[config.mk]
export PLATFORM = sky130hd
export DESIGN_NAME = nearest_row_object_cache
export DESIGN_NICKNAME = d
export VERILOG_FILES = /design/src/sv/nrc_pkg.sv /design/src/sv/nrc_ctrl.sv /design/src/sv/nrc_dp.sv /design/src/sv/nearest_row_object_cache.sv
export VERILOG_INCLUDE_DIRS = /design/src /design/src/sv
export SDC_FILE = /design/constraint.sdc
export NUM_CORES = 1
export LEC_CHECK = 0
export ABC_AREA = 1
export BUFFER_PORTS_ARGS = -buffer_cell sky130_fd_sc_hd__buf_2
export CAP_MARGIN = 20
export CORE_AREA = 4 4 310 312
export CTS_CLUSTER_DIAMETER = 60
export CTS_CLUSTER_SIZE = 28
export DETAILED_ROUTE_END_ITERATION = 10
export DIE_AREA = 0 0 314 316
export PLACE_DENSITY_LB_ADDON = 0.25
export SLEW_MARGIN = 20
export SYNTH_ARGS = -nofsm -noshare
export SYNTH_HDL_FRONTEND = slang
export SYNTH_SLANG_ARGS = --single-unit
[constraint.sdc]
create_clock -name clk -period 8.68 [get_ports clk]
set_input_delay 1.302 -clock clk [delete_from_list [all_inputs] [get_ports clk]]
set_output_delay 1.302 -clock clk [all_outputs]
set_load 0.05 [all_outputs]
[src/sv/nearest_row_object_cache_assert.svh]
// Assertion macros shared by the cache modules. Every macro samples on the
// rising edge of clk and stays quiet while rst_n is low.
`ifndef NEAREST_ROW_OBJECT_CACHE_ASSERT_SVH
`define NEAREST_ROW_OBJECT_CACHE_ASSERT_SVH

// The consequent must hold in the same cycle as the antecedent.
`define NRC_ASSERT_NOW(label, ante, cons, msg) \
  label: assert property (@(posedge clk) disable iff (!rst_n) (ante) |-> (cons)) \
    else $error(msg);

// The consequent must hold in the cycle after the antecedent.
`define NRC_ASSERT_NEXT(label, ante, cons, msg) \
  label: assert property (@(posedge clk) disable iff (!rst_n) (ante) |=> (cons)) \
    else $error(msg);

`endif

[src/sv/nrc_pkg.sv]
package nrc_pkg;

  // Field widths of the words on both channels.
  localparam int KIND_W   = 2;
  localparam int ROW_W    = 48;
  localparam int HANDLE_W = 16;

  // Default number of slots.
  localparam int SLOTS_DEF = 7;

  // Operation codes of an input word.
  localparam logic [KIND_W-1:0] KIND_GET   = 2'd0;
  localparam logic [KIND_W-1:0] KIND_PUT   = 2'd1;
  localparam logic [KIND_W-1:0] KIND_CLEAR = 2'd2;

  typedef struct packed {
    logic [KIND_W-1:0]   kind;
    logic [ROW_W-1:0]    row;
    logic [HANDLE_W-1:0] handle;
    logic                in_use;
  } in_word_t;

  typedef struct packed {
    logic                found;
    logic [HANDLE_W-1:0] handle_out;
    logic                stored;
    logic                dropped;
  } out_word_t;

  // One stored slot.
  typedef struct packed {
    logic [ROW_W-1:0]    row;
    logic [HANDLE_W-1:0] handle;
  } slot_t;

  typedef enum logic [2:0] {
    S_IDLE,
    S_DECODE,
    S_SCAN,
    S_LAST,
    S_MOVE,
    S_RESP
  } state_t;

  // Which result the datapath records.
  typedef enum logic [1:0] {
    RES_NONE,
    RES_STORED,
    RES_DROPPED,
    RES_FOUND
  } res_sel_t;

  // Commands from the controller to the datapath.
  typedef struct packed {
    logic     latch_in;
    logic     set_res;
    res_sel_t res_sel;
    logic     do_put;
    logic     do_clear;
    logic     scan_start;
    logic     scan_rd;
    logic     last_rd;
    logic     move;
    logic     load_out;
  } ctrl_cmd_t;

  // Status from the datapath to the controller.
  typedef struct packed {
    logic [KIND_W-1:0] kind;
    logic              in_use;
    logic              count_zero;
    logic              count_full;
    logic              scan_at_last;
  } dp_stat_t;

endpackage

[src/sv/nrc_ctrl.sv]
`include "nearest_row_object_cache_assert.svh"

module nrc_ctrl import nrc_pkg::*; (
  input  logic      clk,
  input  logic      rst_n,
  input  logic      in_valid,
  output logic      in_stall,
  output logic      out_valid,
  input  logic      out_stall,
  input  dp_stat_t  stat,
  output ctrl_cmd_t cmd
);

  state_t state_r;
  state_t state_nxt;
  logic   out_valid_r;
  logic   out_valid_nxt;
  logic   out_free;

  // The output register can take a word when it is empty or being drained.
  assign out_free  = !out_valid_r || !out_stall;
  assign in_stall  = (state_r != S_IDLE);
  assign out_valid = out_valid_r;

  always_ff @(posedge clk) begin
    if (!rst_n) begin
      state_r     <= S_IDLE;
      out_valid_r <= 1'b0;
    end else begin
      state_r     <= state_nxt;
      out_valid_r <= out_valid_nxt;
    end
  end

  // Next state and commands.
  always_comb begin
    state_nxt   = state_r;
    cmd         = '0;
    cmd.res_sel = RES_NONE;
    case (state_r)
      S_IDLE: begin
        if (in_valid) begin
          cmd.latch_in = 1'b1;
          state_nxt    = S_DECODE;
        end
      end
      S_DECODE: begin
        cmd.set_res = 1'b1;
        state_nxt   = S_RESP;
        case (stat.kind)
          KIND_GET: begin
            if (!stat.count_zero) begin
              cmd.set_res    = 1'b0;
              cmd.scan_start = 1'b1;
              state_nxt      = S_SCAN;
            end
          end
          KIND_PUT: begin
            if (!stat.in_use) begin
              if (stat.count_full) begin
                cmd.res_sel = RES_DROPPED;
              end else begin
                cmd.res_sel = RES_STORED;
                cmd.do_put  = 1'b1;
              end
            end
          end
          KIND_CLEAR: begin
            cmd.do_clear = 1'b1;
          end
          default: begin
          end
        endcase
      end
      S_SCAN: begin
        cmd.scan_rd = 1'b1;
        if (stat.scan_at_last) begin
          state_nxt = S_LAST;
        end
      end
      S_LAST: begin
        // The last compare finishes while the last slot is read.
        cmd.last_rd = 1'b1;
        state_nxt   = S_MOVE;
      end
      S_MOVE: begin
        cmd.move    = 1'b1;
        cmd.set_res = 1'b1;
        cmd.res_sel = RES_FOUND;
        state_nxt   = S_RESP;
      end
      S_RESP: begin
        if (out_free) begin
          cmd.load_out = 1'b1;
          state_nxt    = S_IDLE;
        end
      end
      default: begin
        state_nxt = S_IDLE;
      end
    endcase
  end

  // Output valid flag.
  always_comb begin
    if (cmd.load_out) begin
      out_valid_nxt = 1'b1;
    end else if (out_stall) begin
      out_valid_nxt = out_valid_r;
    end else begin
      out_valid_nxt = 1'b0;
    end
  end

  `NRC_ASSERT_NOW(a_scan_nonempty, state_r == S_SCAN, !stat.count_zero, "scan with empty store")
  `NRC_ASSERT_NEXT(a_resp_waits, state_r == S_RESP && !out_free, state_r == S_RESP, "early result")
  `NRC_ASSERT_NEXT(a_take_decode, in_valid && !in_stall, state_r == S_DECODE, "word not decoded")

endmodule

[src/sv/nrc_dp.sv]
`include "nearest_row_object_cache_assert.svh"

module nrc_dp import nrc_pkg::*; #(
  parameter int SLOTS = SLOTS_DEF
) (
  input  logic      clk,
  input  logic      rst_n,
  input  in_word_t  in_word,
  input  ctrl_cmd_t cmd,
  output dp_stat_t  stat,
  output out_word_t out_word
);

  localparam int IDX_W = (SLOTS > 1) ? $clog2(SLOTS) : 1;
  localparam int CNT_W = $clog2(SLOTS + 1);

  in_word_t            in_r;
  out_word_t           res_r;
  out_word_t           res_nxt;
  out_word_t           out_r;
  logic [CNT_W-1:0]    count_r;
  logic [CNT_W-1:0]    count_nxt;
  slot_t               slot_mem_r [SLOTS];
  slot_t               rd_data_r;
  logic [IDX_W-1:0]    rd_addr;
  logic                wr_en;
  logic [IDX_W-1:0]    wr_addr;
  slot_t               wr_data;
  logic [IDX_W-1:0]    scan_idx_r;
  logic [IDX_W-1:0]    scan_idx_nxt;
  logic [IDX_W-1:0]    last_idx;
  logic                cmp_v_r;
  logic [IDX_W-1:0]    cmp_idx_r;
  logic [IDX_W-1:0]    best_idx_r;
  logic [HANDLE_W-1:0] best_hdl_r;
  logic [ROW_W-1:0]    best_d_r;
  logic                best_any_r;
  logic [ROW_W:0]      diff_up;
  logic [ROW_W:0]      diff_dn;
  logic                at_or_above;
  logic [ROW_W-1:0]    slot_gap;
  logic                take;

  assign last_idx = IDX_W'(count_r - CNT_W'(1));

  // Status toward the controller.
  assign stat.kind         = in_r.kind;
  assign stat.in_use       = in_r.in_use;
  assign stat.count_zero   = (count_r == '0);
  assign stat.count_full   = (count_r == CNT_W'(SLOTS));
  assign stat.scan_at_last = (scan_idx_r == last_idx);

  assign out_word = out_r;

  // Input word capture.
  always_ff @(posedge clk) begin
    if (cmd.latch_in) begin
      in_r <= in_word;
    end
  end

  // Slot count.
  always_comb begin
    count_nxt = count_r;
    if (cmd.do_clear) begin
      count_nxt = '0;
    end else if (cmd.do_put) begin
      count_nxt = count_r + CNT_W'(1);
    end else if (cmd.move) begin
      count_nxt = count_r - CNT_W'(1);
    end
  end

  always_ff @(posedge clk) begin
    if (!rst_n) begin
      count_r <= '0;
      cmp_v_r <= 1'b0;
    end else begin
      count_r <= count_nxt;
      cmp_v_r <= cmd.scan_rd;
    end
  end

  // Slot memory: one write port, one registered read port.
  assign rd_addr = cmd.scan_rd ? scan_idx_r : last_idx;
  assign wr_en   = cmd.do_put || cmd.move;
  assign wr_addr = cmd.do_put ? count_r[IDX_W-1:0] : best_idx_r;
  always_comb begin
    if (cmd.do_put) begin
      wr_data.row    = in_r.row;
      wr_data.handle = in_r.handle;
    end else begin
      wr_data = rd_data_r;
    end
  end

  always_ff @(posedge clk) begin
    if (wr_en) begin
      slot_mem_r[wr_addr] <= wr_data;
    end
    rd_data_r <= slot_mem_r[rd_addr];
  end

  // Scan address counter.
  always_comb begin
    scan_idx_nxt = scan_idx_r;
    if (cmd.scan_start) begin
      scan_idx_nxt = '0;
    end else if (cmd.scan_rd) begin
      scan_idx_nxt = scan_idx_r + IDX_W'(1);
    end
  end

  always_ff @(posedge clk) begin
    scan_idx_r <= scan_idx_nxt;
    if (cmd.scan_rd) begin
      cmp_idx_r <= scan_idx_r;
    end
  end

  // Distance of the slot just read. A slot at or above the row wins ties;
  // a slot below needs a strictly smaller distance.
  assign diff_up     = {1'b0, rd_data_r.row} - {1'b0, in_r.row};
  assign diff_dn     = {1'b0, in_r.row} - {1'b0, rd_data_r.row};
  assign at_or_above = !diff_up[ROW_W];
  assign slot_gap    = at_or_above ? diff_up[ROW_W-1:0] : diff_dn[ROW_W-1:0];
  assign take        = !best_any_r ||
                       (at_or_above ? (slot_gap <= best_d_r) : (slot_gap < best_d_r));

  always_ff @(posedge clk) begin
    if (cmd.scan_start) begin
      best_any_r <= 1'b0;
    end else if (cmp_v_r && take) begin
      best_any_r <= 1'b1;
      best_idx_r <= cmp_idx_r;
      best_hdl_r <= rd_data_r.handle;
      best_d_r   <= slot_gap;
    end
  end

  // Result word.
  always_comb begin
    res_nxt = '0;
    case (cmd.res_sel)
      RES_STORED:  res_nxt.stored  = 1'b1;
      RES_DROPPED: res_nxt.dropped = 1'b1;
      RES_FOUND: begin
        res_nxt.found      = 1'b1;
        res_nxt.handle_out = best_hdl_r;
      end
      default: res_nxt = '0;
    endcase
  end

  always_ff @(posedge clk) begin
    if (cmd.set_res) begin
      res_r <= res_nxt;
    end
    if (cmd.load_out) begin
      out_r <= res_r;
    end
  end

  `NRC_ASSERT_NOW(a_count_range, 1'b1, count_r <= CNT_W'(SLOTS), "slot count above capacity")
  `NRC_ASSERT_NOW(a_put_room, cmd.do_put, count_r < CNT_W'(SLOTS), "put into full store")
  `NRC_ASSERT_NOW(a_move_scan, cmd.move, $past(cmd.last_rd) && best_any_r, "move before scan end")

endmodule

[src/sv/nearest_row_object_cache.sv]
// Nearest-row object cache.
// Input channel in_valid / in_stall / in_word carries one operation per word:
// get nearest, put object, or clear all slots. The output channel
// out_valid / out_stall / out_word returns exactly one result word for each
// input word, in order. The block holds at most SLOTS pairs of row and handle.
// A word is taken only when the block is idle, so in_stall is high from the
// accepted word until its result has been loaded into the output register.
// Put, clear and a get on an empty store go from the decode state straight to
// the response state. A get on n stored slots reads them one per cycle through
// the single read port of the slot memory, then passes through the last and
// move states before the response state.
// The output register holds its word while out_stall is high; a new word can
// still be worked on, and its result waits until the register is free.
// Reset (rst_n low, synchronous) empties the store and clears both valid flags;
// slot contents are not cleared, since only slots below the count are read.
module nearest_row_object_cache import nrc_pkg::*; #(
  parameter int SLOTS = SLOTS_DEF
) (
  input  logic      clk,
  input  logic      rst_n,
  input  logic      in_valid,
  output logic      in_stall,
  input  in_word_t  in_word,
  output logic      out_valid,
  input  logic      out_stall,
  output out_word_t out_word
);

  ctrl_cmd_t cmd;
  dp_stat_t  stat;

  // Sequencer.
  nrc_ctrl u_ctrl (
    .clk       (clk),
    .rst_n     (rst_n),
    .in_valid  (in_valid),
    .in_stall  (in_stall),
    .out_valid (out_valid),
    .out_stall (out_stall),
    .stat      (stat),
    .cmd       (cmd)
  );

  // Slot storage, nearest-row search and result registers.
  nrc_dp #(
    .SLOTS (SLOTS)
  ) u_dp (
    .clk      (clk),
    .rst_n    (rst_n),
    .in_word  (in_word),
    .cmd      (cmd),
    .stat     (stat),
    .out_word (out_word)
  );

endmodule
# Word level (Yosys, flattened, before mapping)
# Memories as Yosys holds them, arrays and structs flattened. A register that Yosys moved wholly into a read port is not among the register bits.
# Index checks and enable logic that the tools add are counted.
totals:
  elab_cells: 100
  inputBits: 71
  ram_bits: 448
  ff_bits: 187
  mem_count: 1
  out_inout_bits: 21
memory_table:
  columns: ["name", "depth", "width", "rd", "rd_clocked_by_memory_dff", "wr", "line", "source"]
  rows:
  - ["u_dp.slot_mem_r", 7, 64, 1, 1, 1, "nrc_dp.sv:23", "slot_t slot_mem_r [SLOTS];"]
op_classes:
  n_bitwise: 2
  add_sub_neg: 5
  magnitude_cmp: 2
  n_mux: 37
  eq_ne: 16
  n_reduce_logical: 15
op_table:
  columns: ["operator", "n"]
  rows:
  - ["64-bit two-way mux", 1]
  - ["48-bit by 48-bit subtractor with 49-bit output", 1]
  - ["48-bit <= comparator", 1]
  - ["48-bit < comparator", 1]
  - ["48-bit two-way mux", 1]
  - ["48-bit subtractor", 1]
  - ["3-bit two-way mux", 12]
  - ["1-bit two-way mux", 19]
  - ["3-bit case mux with 6 select lines", 1]
  - ["17-bit two-way mux", 1]
  - ["3-bit == test (second input constant)", 3]
  - ["3-bit by 1-bit adder with 3-bit output (second input constant)", 2]
  - ["2-bit == test (second input constant)", 3]
  - ["3-bit by 2-bit == test with 1-bit output (second input constant)", 2]
  - ["3-bit logical NOT", 2]
  - ["3-bit case mux with 2 select lines", 1]
  - ["2-bit by 1-bit == test with 1-bit output (second input constant)", 2]
  - ["2-bit by 1-bit inequality test with 1-bit output (second input constant)", 2]
  - ["2-bit inequality test (second input constant)", 2]
  - ["3-bit by 1-bit == test with 1-bit output (second input constant)", 1]
  - ["3-bit == test", 1]
  - ["1-bit logical NOT", 3]
  - ["1-bit logical OR", 3]
  - ["3-bit AND reduction", 1]
  - ["9 further kinds", 10]

# Depth between registers and ports, before layout
# Gate-level depths: netlist of the first run.
logic_depth:
  depth_word: 8
  depth_mapped: 33
  ltp_nobuf: 31

# Cells and area by module
# Synthesis of the first run repeated with hierarchy kept, for this count alone.
unflattened:
  cells_unflattened: 3884
  area_unflattened_um2: 35118.7
modules_own_cells:
  columns: ["module", "cells_per_inst", "area_each_um2", "n_inst", "seq_area_each_um2"]
  rows:
  - ["nrc_dp", 3827, 34778.4, 1, 20149.3]
  - ["nrc_ctrl", 57, 340.3, 1, 80.1]

# Least setup slack after synthesis of the first run
# OpenSTA, ideal clock, no wires.
synth_timing:
  path_kind: "register to register"
  start: "reg, netlist name u_dp.rd_data_r[16]"
  end: "reg u_dp.best_d_r[0] (enable)"
  required_ps: 8186
  setup_time_ps: 494
  synth_period_minus_slack_ps: 6491
  arrival_ps: 5997
  stages_incl_launch_ff: 30
  n_path_buf: 1
  path_slack_ps: 2189
  cell_sequence: "dfxtp_1 inv_1 ha_1 inv_1 fa_1 nand2_1 nand2_1 nand2_1 nand2_1 nand2_1 nand2_1 nand2_2 inv_2 nor2_4 buf_6 nand2_2 nand3_1 nand2_1 ha_1 nand2_1 nor2_1 and2_1 nand3_1 inv_1 nand3_1 nor2_1 nand2_1 inv_1 nor2_1 nor2_1"
synth_via:
  elab_chain_len: 7
  word_cells_on_any_way: 9
  cone_classes: "add/sub: 2; order compare: 2; mux: 2; reduce/logical: 3"
synth_rtl:
  columns: ["item", "line", "source"]
  rows:
  - ["48-bit by 48-bit subtractor with 49-bit output / 48-bit subtractor (equally long branches)", "nrc_dp.sv:123, nrc_dp.sv:124", null]
  - ["48-bit two-way mux (*)", "nrc_dp.sv:126", "assign slot_gap = at_or_above ? diff_up[ROW_W-1:0] : diff_dn[ROW_W-1:0];"]
  - ["named net u_dp.slot_gap[47]", "nrc_dp.sv:41", "logic [ROW_W-1:0] slot_gap;"]
  - ["48-bit <= comparator / 48-bit < comparator (equally long branches)", "nrc_dp.sv:128", "(at_or_above ? (slot_gap <= best_d_r) : (slot_gap < best_d_r));"]
  - ["1-bit two-way mux (*)", "nrc_dp.sv:128", null]
  - ["1-bit logical OR (*)", "nrc_dp.sv:127", "assign take = !best_any_r ||"]
  - ["1-bit logical AND (*)", "nrc_dp.sv:133", "end else if (cmp_v_r && take) begin"]
  - ["2-bit AND reduction (no line) (*)", null, null]
  - ["to (signal assigned)", "nrc_dp.sv:137", "best_d_r <= slot_gap;"]
  - ["to (decl)", "nrc_dp.sv:36", "logic [ROW_W-1:0] best_d_r;"]
# Mark *: on every way through the listed nets, which the timed path passes. The rest lies on a longest branch.
# A chain may end at the register's enable or synchronous reset.

# Worst setup path in the final report of the first run
layout_timing:
  start: "reg, netlist name u_dp.rd_data_r[16]"
  end: "reg u_dp.best_d_r[45] (enable)"
layout_via:
  elab_chain_len: 7
  word_cells_on_any_way: 9
  cone_classes: "add/sub: 2; order compare: 2; mux: 2; reduce/logical: 3"
layout_rtl:
  columns: ["item", "line"]
  rows:
  - ["48-bit by 48-bit subtractor with 49-bit output / 48-bit subtractor (equally long branches)", "nrc_dp.sv:123, nrc_dp.sv:124"]
  - ["48-bit two-way mux (*)", "nrc_dp.sv:126"]
  - ["named net u_dp.slot_gap[23]", "nrc_dp.sv:41"]
  - ["48-bit <= comparator / 48-bit < comparator (equally long branches)", "nrc_dp.sv:128"]
  - ["1-bit two-way mux (*)", "nrc_dp.sv:128"]
  - ["1-bit logical OR (*)", "nrc_dp.sv:127"]
  - ["1-bit logical AND (*)", "nrc_dp.sv:133"]
  - ["2-bit AND reduction (no line) (*)", null]
# Marks and branches as above.

==> results.yml, run 1 <==
sta:
  worst_slew_pin_slew_ns: 1.01
  fmax_mhz: 179
  rsz0062_at_grt: "no"
  tns_ns: 0
  post-route-period-util_pct: 64.5
  hold_violations: 0
  setup_viol: 0
  finClkSkew_ns: 0.0623
  relSlewSlack_pct: 32.7
  period_minus_slack_ns: 5.60
  drv_slew: 0
critical_path:
  r2r_slack_ns: 3.08
  cp-end-kind: "register"
  path_max_fanout: 46
  path_common_cell: "nand2_1"
  cp_slowest_stage_delay_ns: 0.68
  critPathKind: "register to register"
  r2r-end: "u_dp.best_d_r[45]"
  critPathSlowestCell: "nor2_4"
  critPathRequiredTime_ns: 8.97
  r2r_cells: 29
  start_kind: "register"
  crit_arrival_ns: 5.90
  r2r-start: "u_dp.rd_data_r[16]"
yosys:
  synth_edf_count: 623
  ys_warn_count: 0
  synth_nets: 4123
  synthXorXnorAreaFrac_pct: 0.870
  yosysSeqAreaShare_pct: 57.4
  syn_avg_cell_area_sq_um: 9.03
  synthSimpleGateAreaFrac_pct: 19.5
  synth_top_flop_cell: "edfxtp_1"
  syn_area_sq_um: 35200
  synthAdderAreaFrac_pct: 5.37
  muxShareOfSynthArea_pct: 0.0284
  yosysUniqueCellTypes: 49
  netlist_instances: 3902
  synth_compound_area_share_pct: 8.25
  yosysMostFrequentCell: "nand2_1"
  synth_top_area_share_pct: 53.1
  async_flop_share_pct: 0
  synthTopCellsByArea: "edfxtp_1 53%, nand2_1 12%, inv_1 6.7%"
  synthTopCellsByCount: "1080 x nand2_1, 631 x inv_1, 623 x edfxtp_1"
  synth_seq_cells: 699
  synth_top_family_by_area: "simple AND/OR/NAND/NOR gates"
  synth_top_cell_by_area: "edfxtp_1"
placement:
  hpwl_microns: 66200
  dp_cells: 5157
  globalplace.congestion: 1.00
  numPortBuffers: 91
die:
  die_w_microns: 314
  boundaryPins: 92
  dieArea_sq_um: 99200
  initial_core_util_pct: 37.9
  die_h_microns: 316
  core_sq_um: 93000
  num_rows: 112
clock_network:
  cts.reportedPaths.clkPinSlew_ns: 0.08
  cts_root_buffer: "clkbuf_16"
  cts_resized: 0
  post_cts_buffers: 0
  clk_latency_ns: 0.67
  cts_sinks: 699
  htreeDepth: 2
  numCtsBuffers: 55
  hold_buffers: 0
  tritoncts: "done"
  clockBufferDepth: 3
grt:
  grt_use_total_pct: 18.5
  antenna_found_initial: 3
  grt_pass1_vias: 24072
  grt_max_degree: 197
  grt_pass1_wl_microns: 143000
  grt-ovfl-total: 0
status:
  outcome: "finished clean"
finish:
  ff_latch_area_sq_um: 20200
  drive_above_1_share_pct: 6.26
  final_cells: 5264
  final_nets: 4183
  n_fill_cell: 9190
  syn_to_final_growth_pct: 11.0
  multi_input_area_sq_um: 12100
routing:
  wl_microns: 93200
  ant_nets: 0
  via_count: 25288
  drc: 0
  drt_first_pass_iters: 5
  drt_iter0_drc: 2005
  detail_route.wl_per_cell_microns: 17.7
  via_per_inst: 4.80
job:
  cap_violations: 0
power_and_ir_drop:
  vdd_drop_max_mv: 0.430
  p_per_area_nw_per_um2: 414
  p_leak_nw: 16.9
min_path:
  min_to: "u_dp.out_word[17]"
  hold_class: "register to register"
  worstHoldStart: "u_dp.res_r[17]"
  whs_path_depth: 0
-- layout make-up --
type / instances / area share, %
Antenna cell: 1 / 0.00640
Clock buffer: 64 / 3.73
Clock inverter: 40 / 1.43
Inverter: 660 / 6.34
Multi-Input combinational cell: 2429 / 30.9
Sequential cell: 699 / 51.7
Tap cell: 1254 / 4.01
Timing Repair Buffer: 117 / 1.83
-- worst max path at each step --
stage	endpoint	depth (start not counted)	startpoint
after floorplan	u_dp.best_d_r[0]	29	u_dp.rd_data_r[16]
after global placement	u_dp.best_d_r[43]	29	u_dp.rd_data_r[16]
after detailed placement	u_dp.best_d_r[42]	29	u_dp.rd_data_r[16]
after CTS	u_dp.best_d_r[46]	29	u_dp.rd_data_r[16]
after global routing	u_dp.best_d_r[46]	29	u_dp.rd_data_r[16]
final	u_dp.best_d_r[45]	29	u_dp.rd_data_r[16]
-- sequential cells by signal, summed over array words and instances, names as in the netlist --
signal	count
u_dp.stat	3
u_dp.cmp_idx_r	3
u_dp.out_word	19
u_dp.best_idx_r	3
u_ctrl.state_r	3
u_ctrl.out_valid	1
u_dp.res_r	19
u_dp.slot_mem_r	448
u_dp.best_any_r	1
u_dp.rd_data_r	64
u_dp.scan_idx_r	3
u_dp.count_r	3
u_dp.cmp_v_r	1
u_dp.best_d_r	48
u_dp.best_hdl_r	16
u_dp.in_r	64
-- metal layers --
layer  GRT usage, %  up-vias  routed length (microns)
li1               -    12706                        -
met1           26.5    11895                    43600
met2           30.0      557                    42600
met3           2.12      130                     4370
met4           5.27        0                     2640
met5              0        -                        0
-- placed cells by master (no fill, tap or decap), drive strengths merged --
cell         n
a211oi       1
a21boi       4
a21o         2
a21oi       89
a31oi        2
and2         7
buf        117
bufinv       2
clkbuf      64
clkinv      43
clkinvlp     3
dfxtp       76
diode        1
edfxtp     623
fa           2
ha         148
inv        652
mux2i        1
nand2     1089
nand3      105
nand3b       8
nand4       11
nor2       429
nor3        75
nor4         1
nor4b        1
o211ai       3
o21a         8
o21ai      262
o21bai      77
o221ai       1
o22ai       64
o31ai        1
or2          3
xnor2       11
xor2        24
-- critical path: cells and delay by family (launching register included) --
kind / cells / cell delay, ns
and+or+nand+nor: 21 / 2.96
buffers and inverters: 5 / 0.92
DFF: 1 / 0.33
adders and majority gates: 3 / 0.99
-- logic make-up (layout without fill, tap and decap cells) --
kind of cell / after synthesis / in the layout
xor gates and xnor gates: 35 / 35
buffers and inverters: 774 / 881
other: 0 / 1
AOI/OAI and AO/OA: 514 / 514
DFF: 699 / 699
muxes: 1 / 1
and+or+nand+nor: 1729 / 1729
adders and majority gates: 150 / 150
-- metrics by stage --
stage / worst slack, ns / total power [mW] / util [%] / hold WS, ns / cell area (sq um)
2_1_floorplan: 2.19 / 10.9 / - / 0.400 / 35200
6_report: 3.08 / 16.2 / 42.0 / 0.420 / 39100
3_3_place_gp: 2.69 / 13.4 / 39.8 / 0.401 / 37000
3_5_place_dp: 2.62 / 13.4 / 39.8 / 0.406 / 37000
4_1_cts: 2.56 / 16.2 / 42.0 / 0.425 / 39000
5_1_grt: 2.59 / 17.6 / 42.0 / 0.428 / 39100
-- power by group --
| group | total, mW | internal, mW | leakage (nW) | switching [mW] |
|---|---|---|---|---|
| sequential | 4.96 | 4.71 | 6.32 | 0.244 |
| clock | 2.72 | 1.36 | 0.965 | 1.36 |
| combinational | 8.52 | 2.55 | 9.61 | 5.97 |
| total | 16.2 | 8.62 | 16.9 | 7.58 |
Note: power is estimated with default switching activity, not from simulation.
==> run 2: changes to the inputs <==
==> constraint.sdc (replaced) <==
create_clock -name clk -period 5 [get_ports clk]
set_input_delay 0.75 -clock clk [delete_from_list [all_inputs] [get_ports clk]]
set_output_delay 0.75 -clock clk [all_outputs]
set_load 0.05 [all_outputs]
==> results.yml, run 2 (synthesis results as in run 1) <==
status:
  outcome: "finished clean"
finish:
  final_common_cell: "nand2_1"
  final_cells: 5294
  regMostFlops: "u_dp.slot_mem_r"
  final_area_sq_um: 39600
  drive_above_1_share_pct: 7.30
  syn_to_final_growth_pct: 12.3
  final_nets: 4216
  largest_reg_flops: 448
  final_cell_mix: "1080 x nand2_1, 631 x inv_1, 623 x edfxtp_1"
  reg_top3: "u_dp.slot_mem_r: 448 flops, u_dp.in_r: 64 flops, u_dp.rd_data_r: 64 flops"
die:
  core_sq_um: 93000
  die_w_microns: 314
  die_h_microns: 316
  initial_core_util_pct: 37.9
  boundaryPins: 92
  num_rows: 112
  dieArea_sq_um: 99200
sta:
  setup_ws_ns: 0.415
  relSlewSlack_pct: 20.9
  tns_ns: 0
  finClkSkew_ns: 0.0674
  drv_slew: 0
  whs_ns: 0.243
  post-route-period-util_pct: 91.7
  hold_violations: 0
  setup_viol: 0
  period_minus_slack_ns: 4.58
  worst_slew_pin_slew_ns: 1.19
  fmax_mhz: 218
min_path:
  hold_class: "input port to register"
placement:
  dp_cells: 5190
  numPortBuffers: 91
  globalplace.congestion: 0.986
  dp_slack_ns: 0.293
  hpwl_microns: 66200
  dpl_cell_area_sq_um: 37500
routing:
  drc: 0
  via_per_inst: 4.83
  drt_iter0_drc: 1936
  wl_microns: 94100
  detail_route.wl_per_cell_microns: 17.8
  drt_first_pass_iters: 5
  ant_nets: 0
  via_count: 25551
critical_path:
  path_max_fanout: 16
  critPathRequiredTime_ns: 5.34
  cp_slowest_stage_delay_ns: 0.40
  cp-end-kind: "register"
  critPathSlowestCell: "ha_1"
  critPathKind: "register to register"
  path_buf_inv: 7
  start_kind: "register"
  crit_family: "simple AND/OR/NAND/NOR gates"
  crit_arrival_ns: 4.93
  path_common_cell: "nand2_1"
clock_network:
  cts_sinks: 699
  cts.reportedPaths.clkPinSlew_ns: 0.10
  htreeDepth: 2
  numCtsBuffers: 52
  cts_root_buffer: "clkbuf_16"
  clk_latency_ns: 0.67
  hold_buffers: 0
  tritoncts: "done"
  clockBufferDepth: 3
grt:
  grt_max_degree: 207
  grt_use_total_pct: 18.6
  grt_pass1_wl_microns: 144000
  antenna_found_initial: 4
  grt-ovfl-total: 0
  grt_pass1_vias: 24479
job:
  cap_violations: 0
power_and_ir_drop:
  vdd_drop_max_mv: 0.831
  p_per_area_nw_per_um2: 717
  p_leak_nw: 17.1
==> run 2: cell count changes in the layout (fill, tap and decap cells not counted), moves of 3 or more <==
cell,previous run,this run
buf_12,2,17
clkbuf_8,5,0
clkinv_1,25,22
inv_8,1,7
nor2_2,4,9
clkbuf_1,4,1
buf_4,22,42
nor2_1,416,410
==> run 2: worst reg2reg max path, delay by kind of cell, from the launching register on <==
family | cells | cell delay [ns]
adder cells (fa/ha/maj) | 2 | 0.74
buffers and inverters | 7 | 0.90
flip-flops | 1 | 0.37
AND/OR/NAND/NOR | 21 | 2.21
==> run 2: power breakdown <==
part / internal [mW] / switching, mW / total [mW]
Clock: 2.27 / 2.41 / 4.68
Combinational: 4.62 / 10.5 / 15.1
Sequential: 8.17 / 0.413 / 8.59
Total: 15.1 / 13.3 / 28.4
==> run 2: metrics by stage <==
step | power (mW) | util [%]
5_1_grt | 30.7 | 42.5
3_3_place_gp | 23.6 | 40.3
3_5_place_dp | 23.7 | 40.3
6_report | 28.4 | 42.5
4_1_cts | 28.4 | 42.4
2_1_floorplan | 19.0 | -
==> run 2: metal layers <==
metal / wire length [microns] / GRT usage (%)
met2: 42900 / 30.3
met1: 44500 / 26.7
met5: 13 / 0
met4: 2160 / 4.60
met3: 4460 / 2.08
==> run 2: timing repair <==
item                       CTS  global route
buffers inserted             0             4
gates resized for setup      0            12
setup endpoints to repair    0            61
==> run 2: final cells by class <==
| class | instances | area, sq um |
|---|---|---|
| clock buffers | 53 | 1310 |
| repair buffers | 153 | 1160 |
| well taps | 1254 | 1570 |
| flip-flops and latches | 699 | 20200 |
| fillers | 9184 | 53500 |
| clock inverters | 45 | 689 |
| diodes | 1 | 2.50 |
| multi-input cells | 2429 | 12100 |
| inverters | 660 | 2480 |
==> run 2: final timing paths <==
check	to	cells after the start	slack, ns	start
max	u_dp.best_d_r[14]	30	0.42	u_dp.rd_data_r[34]
min	u_dp.in_r[9]	1	0.24	in_word[9]
max reg2reg	u_dp.best_d_r[14]	30	0.42	u_dp.rd_data_r[34]
min reg2reg	u_dp.best_idx_r[1]	0	0.42	u_dp.cmp_idx_r[1]
==> run 3: changes to the inputs <==
--- a/config.mk
+++ b/config.mk
@@ -14,7 +14,6 @@
 export CTS_CLUSTER_SIZE = 28
 export DETAILED_ROUTE_END_ITERATION = 10
 export DIE_AREA = 0 0 314 316
-export PLACE_DENSITY_LB_ADDON = 0.25
 export SLEW_MARGIN = 20
 export SYNTH_ARGS = -nofsm -noshare
 export SYNTH_HDL_FRONTEND = slang
==> results.yml, run 3 (synthesis results as in run 1) <==
status:
  outcome: "finished clean"
placement:
  hpwl_microns: 64200
  numPortBuffers: 91
  globalplace.congestion: 1.02
critical_path:
  path_common_cell: "nand2_1"
  critPathSlowestCell: "ha_1"
  r2r_slack_ns: 0.43
  r2r_cells: 29
  critPathRequiredTime_ns: 5.37
  crit_arrival_ns: 4.95
  r2r-start: "u_dp.in_r[38]"
  start_kind: "register"
  path_max_fanout: 20
  r2r-end: "u_dp.best_d_r[1]"
  cp-end-kind: "register"
  cp_slowest_stage_delay_ns: 0.49
  critPathKind: "register to register"
finish:
  ff_latch_area_sq_um: 20200
  largest_reg_flops: 448
  regMostFlops: "u_dp.slot_mem_r"
  n_fill_cell: 9177
  drive_above_1_share_pct: 7.05
  final_common_cell: "nand2_1"
  reg_top3: "u_dp.slot_mem_r: 448 flops, u_dp.in_r: 64 flops, u_dp.rd_data_r: 64 flops"
  final_nets: 4205
  syn_to_final_growth_pct: 12.4
  final_cell_mix: "1080 x nand2_1, 631 x inv_1, 623 x edfxtp_1"
  multi_input_area_sq_um: 12100
sta:
  hold_violations: 0
  whs_ns: 0.239
  worst_slew_pin_slew_ns: 1.06
  tns_ns: 0
  finClkSkew_ns: 0.0678
  period_minus_slack_ns: 4.57
  drv_slew: 0
  fmax_mhz: 219
  post-route-period-util_pct: 91.5
  setup_viol: 0
  rsz0062_at_grt: "no"
  relSlewSlack_pct: 28.8
clock_network:
  cts_root_buffer: "clkbuf_16"
  clockBufferDepth: 3
  hold_buffers: 0
  clk_latency_ns: 0.68
  tritoncts: "done"
  numCtsBuffers: 54
  cts.reportedPaths.clkPinSlew_ns: 0.09
  cts_sinks: 699
  htreeDepth: 2
routing:
  m1WireLength_microns: 43200
  drt_first_pass_iters: 7
  dr.max_layer_used: "met5"
  drt_iter0_drc: 2033
  wl_microns: 92400
  via_per_inst: 4.83
  ant_nets: 0
  drc: 0
  detail_route.wl_per_cell_microns: 17.5
  via_count: 25515
  wl_met3_microns: 5110
  met2WireLength_microns: 41700
grt:
  grt_use_total_pct: 18.3
  antenna_found_initial: 4
  grt-ovfl-total: 0
  grt_max_degree: 212
  grt_pass1_wl_microns: 142000
  grt_pass1_vias: 24672
power_and_ir_drop:
  p_per_area_nw_per_um2: 718
  clkPwrFrac_pct: 17.0
  power_frac_comb_pct: 52.8
  p_seq_share_pct: 30.2
  switchingPower_mw: 13.3
  internal-power_mw: 15.1
  vdd_drop_max_mv: 0.694
  p_leak_nw: 17.1
  swShare_pct: 46.8
min_path:
  worstHoldStart: "in_word[10]"
  hold_class: "input port to register"
  whs_path_depth: 1
  min_to: "u_dp.in_r[10]"
die:
  dieArea_sq_um: 99200
  die_h_microns: 316
  core_sq_um: 93000
  die_w_microns: 314
  num_rows: 112
  boundaryPins: 92
  initial_core_util_pct: 37.9
job:
  cap_violations: 0
## run 3: cell count changes in the layout (fill, tap and decap cells not counted), sizes merged, moves of 4 or more
cell    delta
clkbuf     +4
buf       -14
inv        +7
clkinv     -4
## run 3: layer usage
metal	global-route usage, %	up-vias
met5	0	-
met1	25.9	11960
met3	2.63	136
met4	4.96	2
met2	29.7	645
li1	-	12772
## run 3: final cells by class
cell class                      instances  share of cell area [%]
Sequential cell                       699                    51.1
Multi-Input combinational cell       2429                    30.6
Clock inverter                         46                    1.79
Inverter                              660                    6.26
Timing Repair Buffer                  140                    2.87
Clock buffer                           56                    3.43
Antenna cell                            2                  0.0126
Tap cell                             1254                    3.96
## run 3: through the flow
stage | utilization [%] | cell area [sq um] | total power [mW] | std cells | setup slack (ns)
after floorplan | - | 35200 | 19.0 | 3902 | 0.217
after global placement | 40.2 | 37400 | 23.4 | 5177 | 0.412
after detailed placement | 40.2 | 37400 | 23.5 | 5177 | 0.407
after CTS | 42.5 | 39500 | 28.4 | 5279 | 0.316
after global routing | 42.6 | 39600 | 30.8 | 5284 | 0.00549
final | 42.6 | 39600 | 28.4 | 5286 | 0.426
## run 3: worst max path at each step
stage                                        to  slack (ns)               start  cells past startpoint
after floorplan           u_dp.slot_mem_r[4][0]        0.22     u_dp.count_r[0]                     10
after global placement        u_dp.best_d_r[40]        0.41  u_dp.rd_data_r[34]                     27
after detailed placement      u_dp.best_d_r[42]        0.41  u_dp.rd_data_r[34]                     27
after CTS                     u_dp.best_d_r[35]        0.32  u_dp.rd_data_r[34]                     27
after global routing           u_dp.best_d_r[1]       0.005  u_dp.rd_data_r[34]                     31
final                          u_dp.best_d_r[1]        0.43       u_dp.in_r[38]                     29
## run 3: what timing repair did
| item | in CTS | in global routing |
|---|---|---|
| setup buffers | 0 | 3 |
| resized for setup | 0 | 8 |
| endpoints found under the setup margin | 0 | 54 |
## run 3: worst max-delay path, delay by kind of cell (launching register included)
kind	cells	cell delay (ns)
simple gates	22	2.26
buf+inv	5	0.81
fa+ha+maj	2	0.80
flops	1	0.41
## run 3: power groups by stage
stage / combinational, mW / clock, mW / sequential [mW]
3_3_place_gp: 14.7 / 0 / 8.71
4_1_cts: 14.8 / 4.96 / 8.60
6_report: 15.0 / 4.84 / 8.59
5_1_grt: 16.9 / 5.19 / 8.68
3_5_place_dp: 14.8 / 0 / 8.73
2_1_floorplan: 10.3 / 0 / 8.66
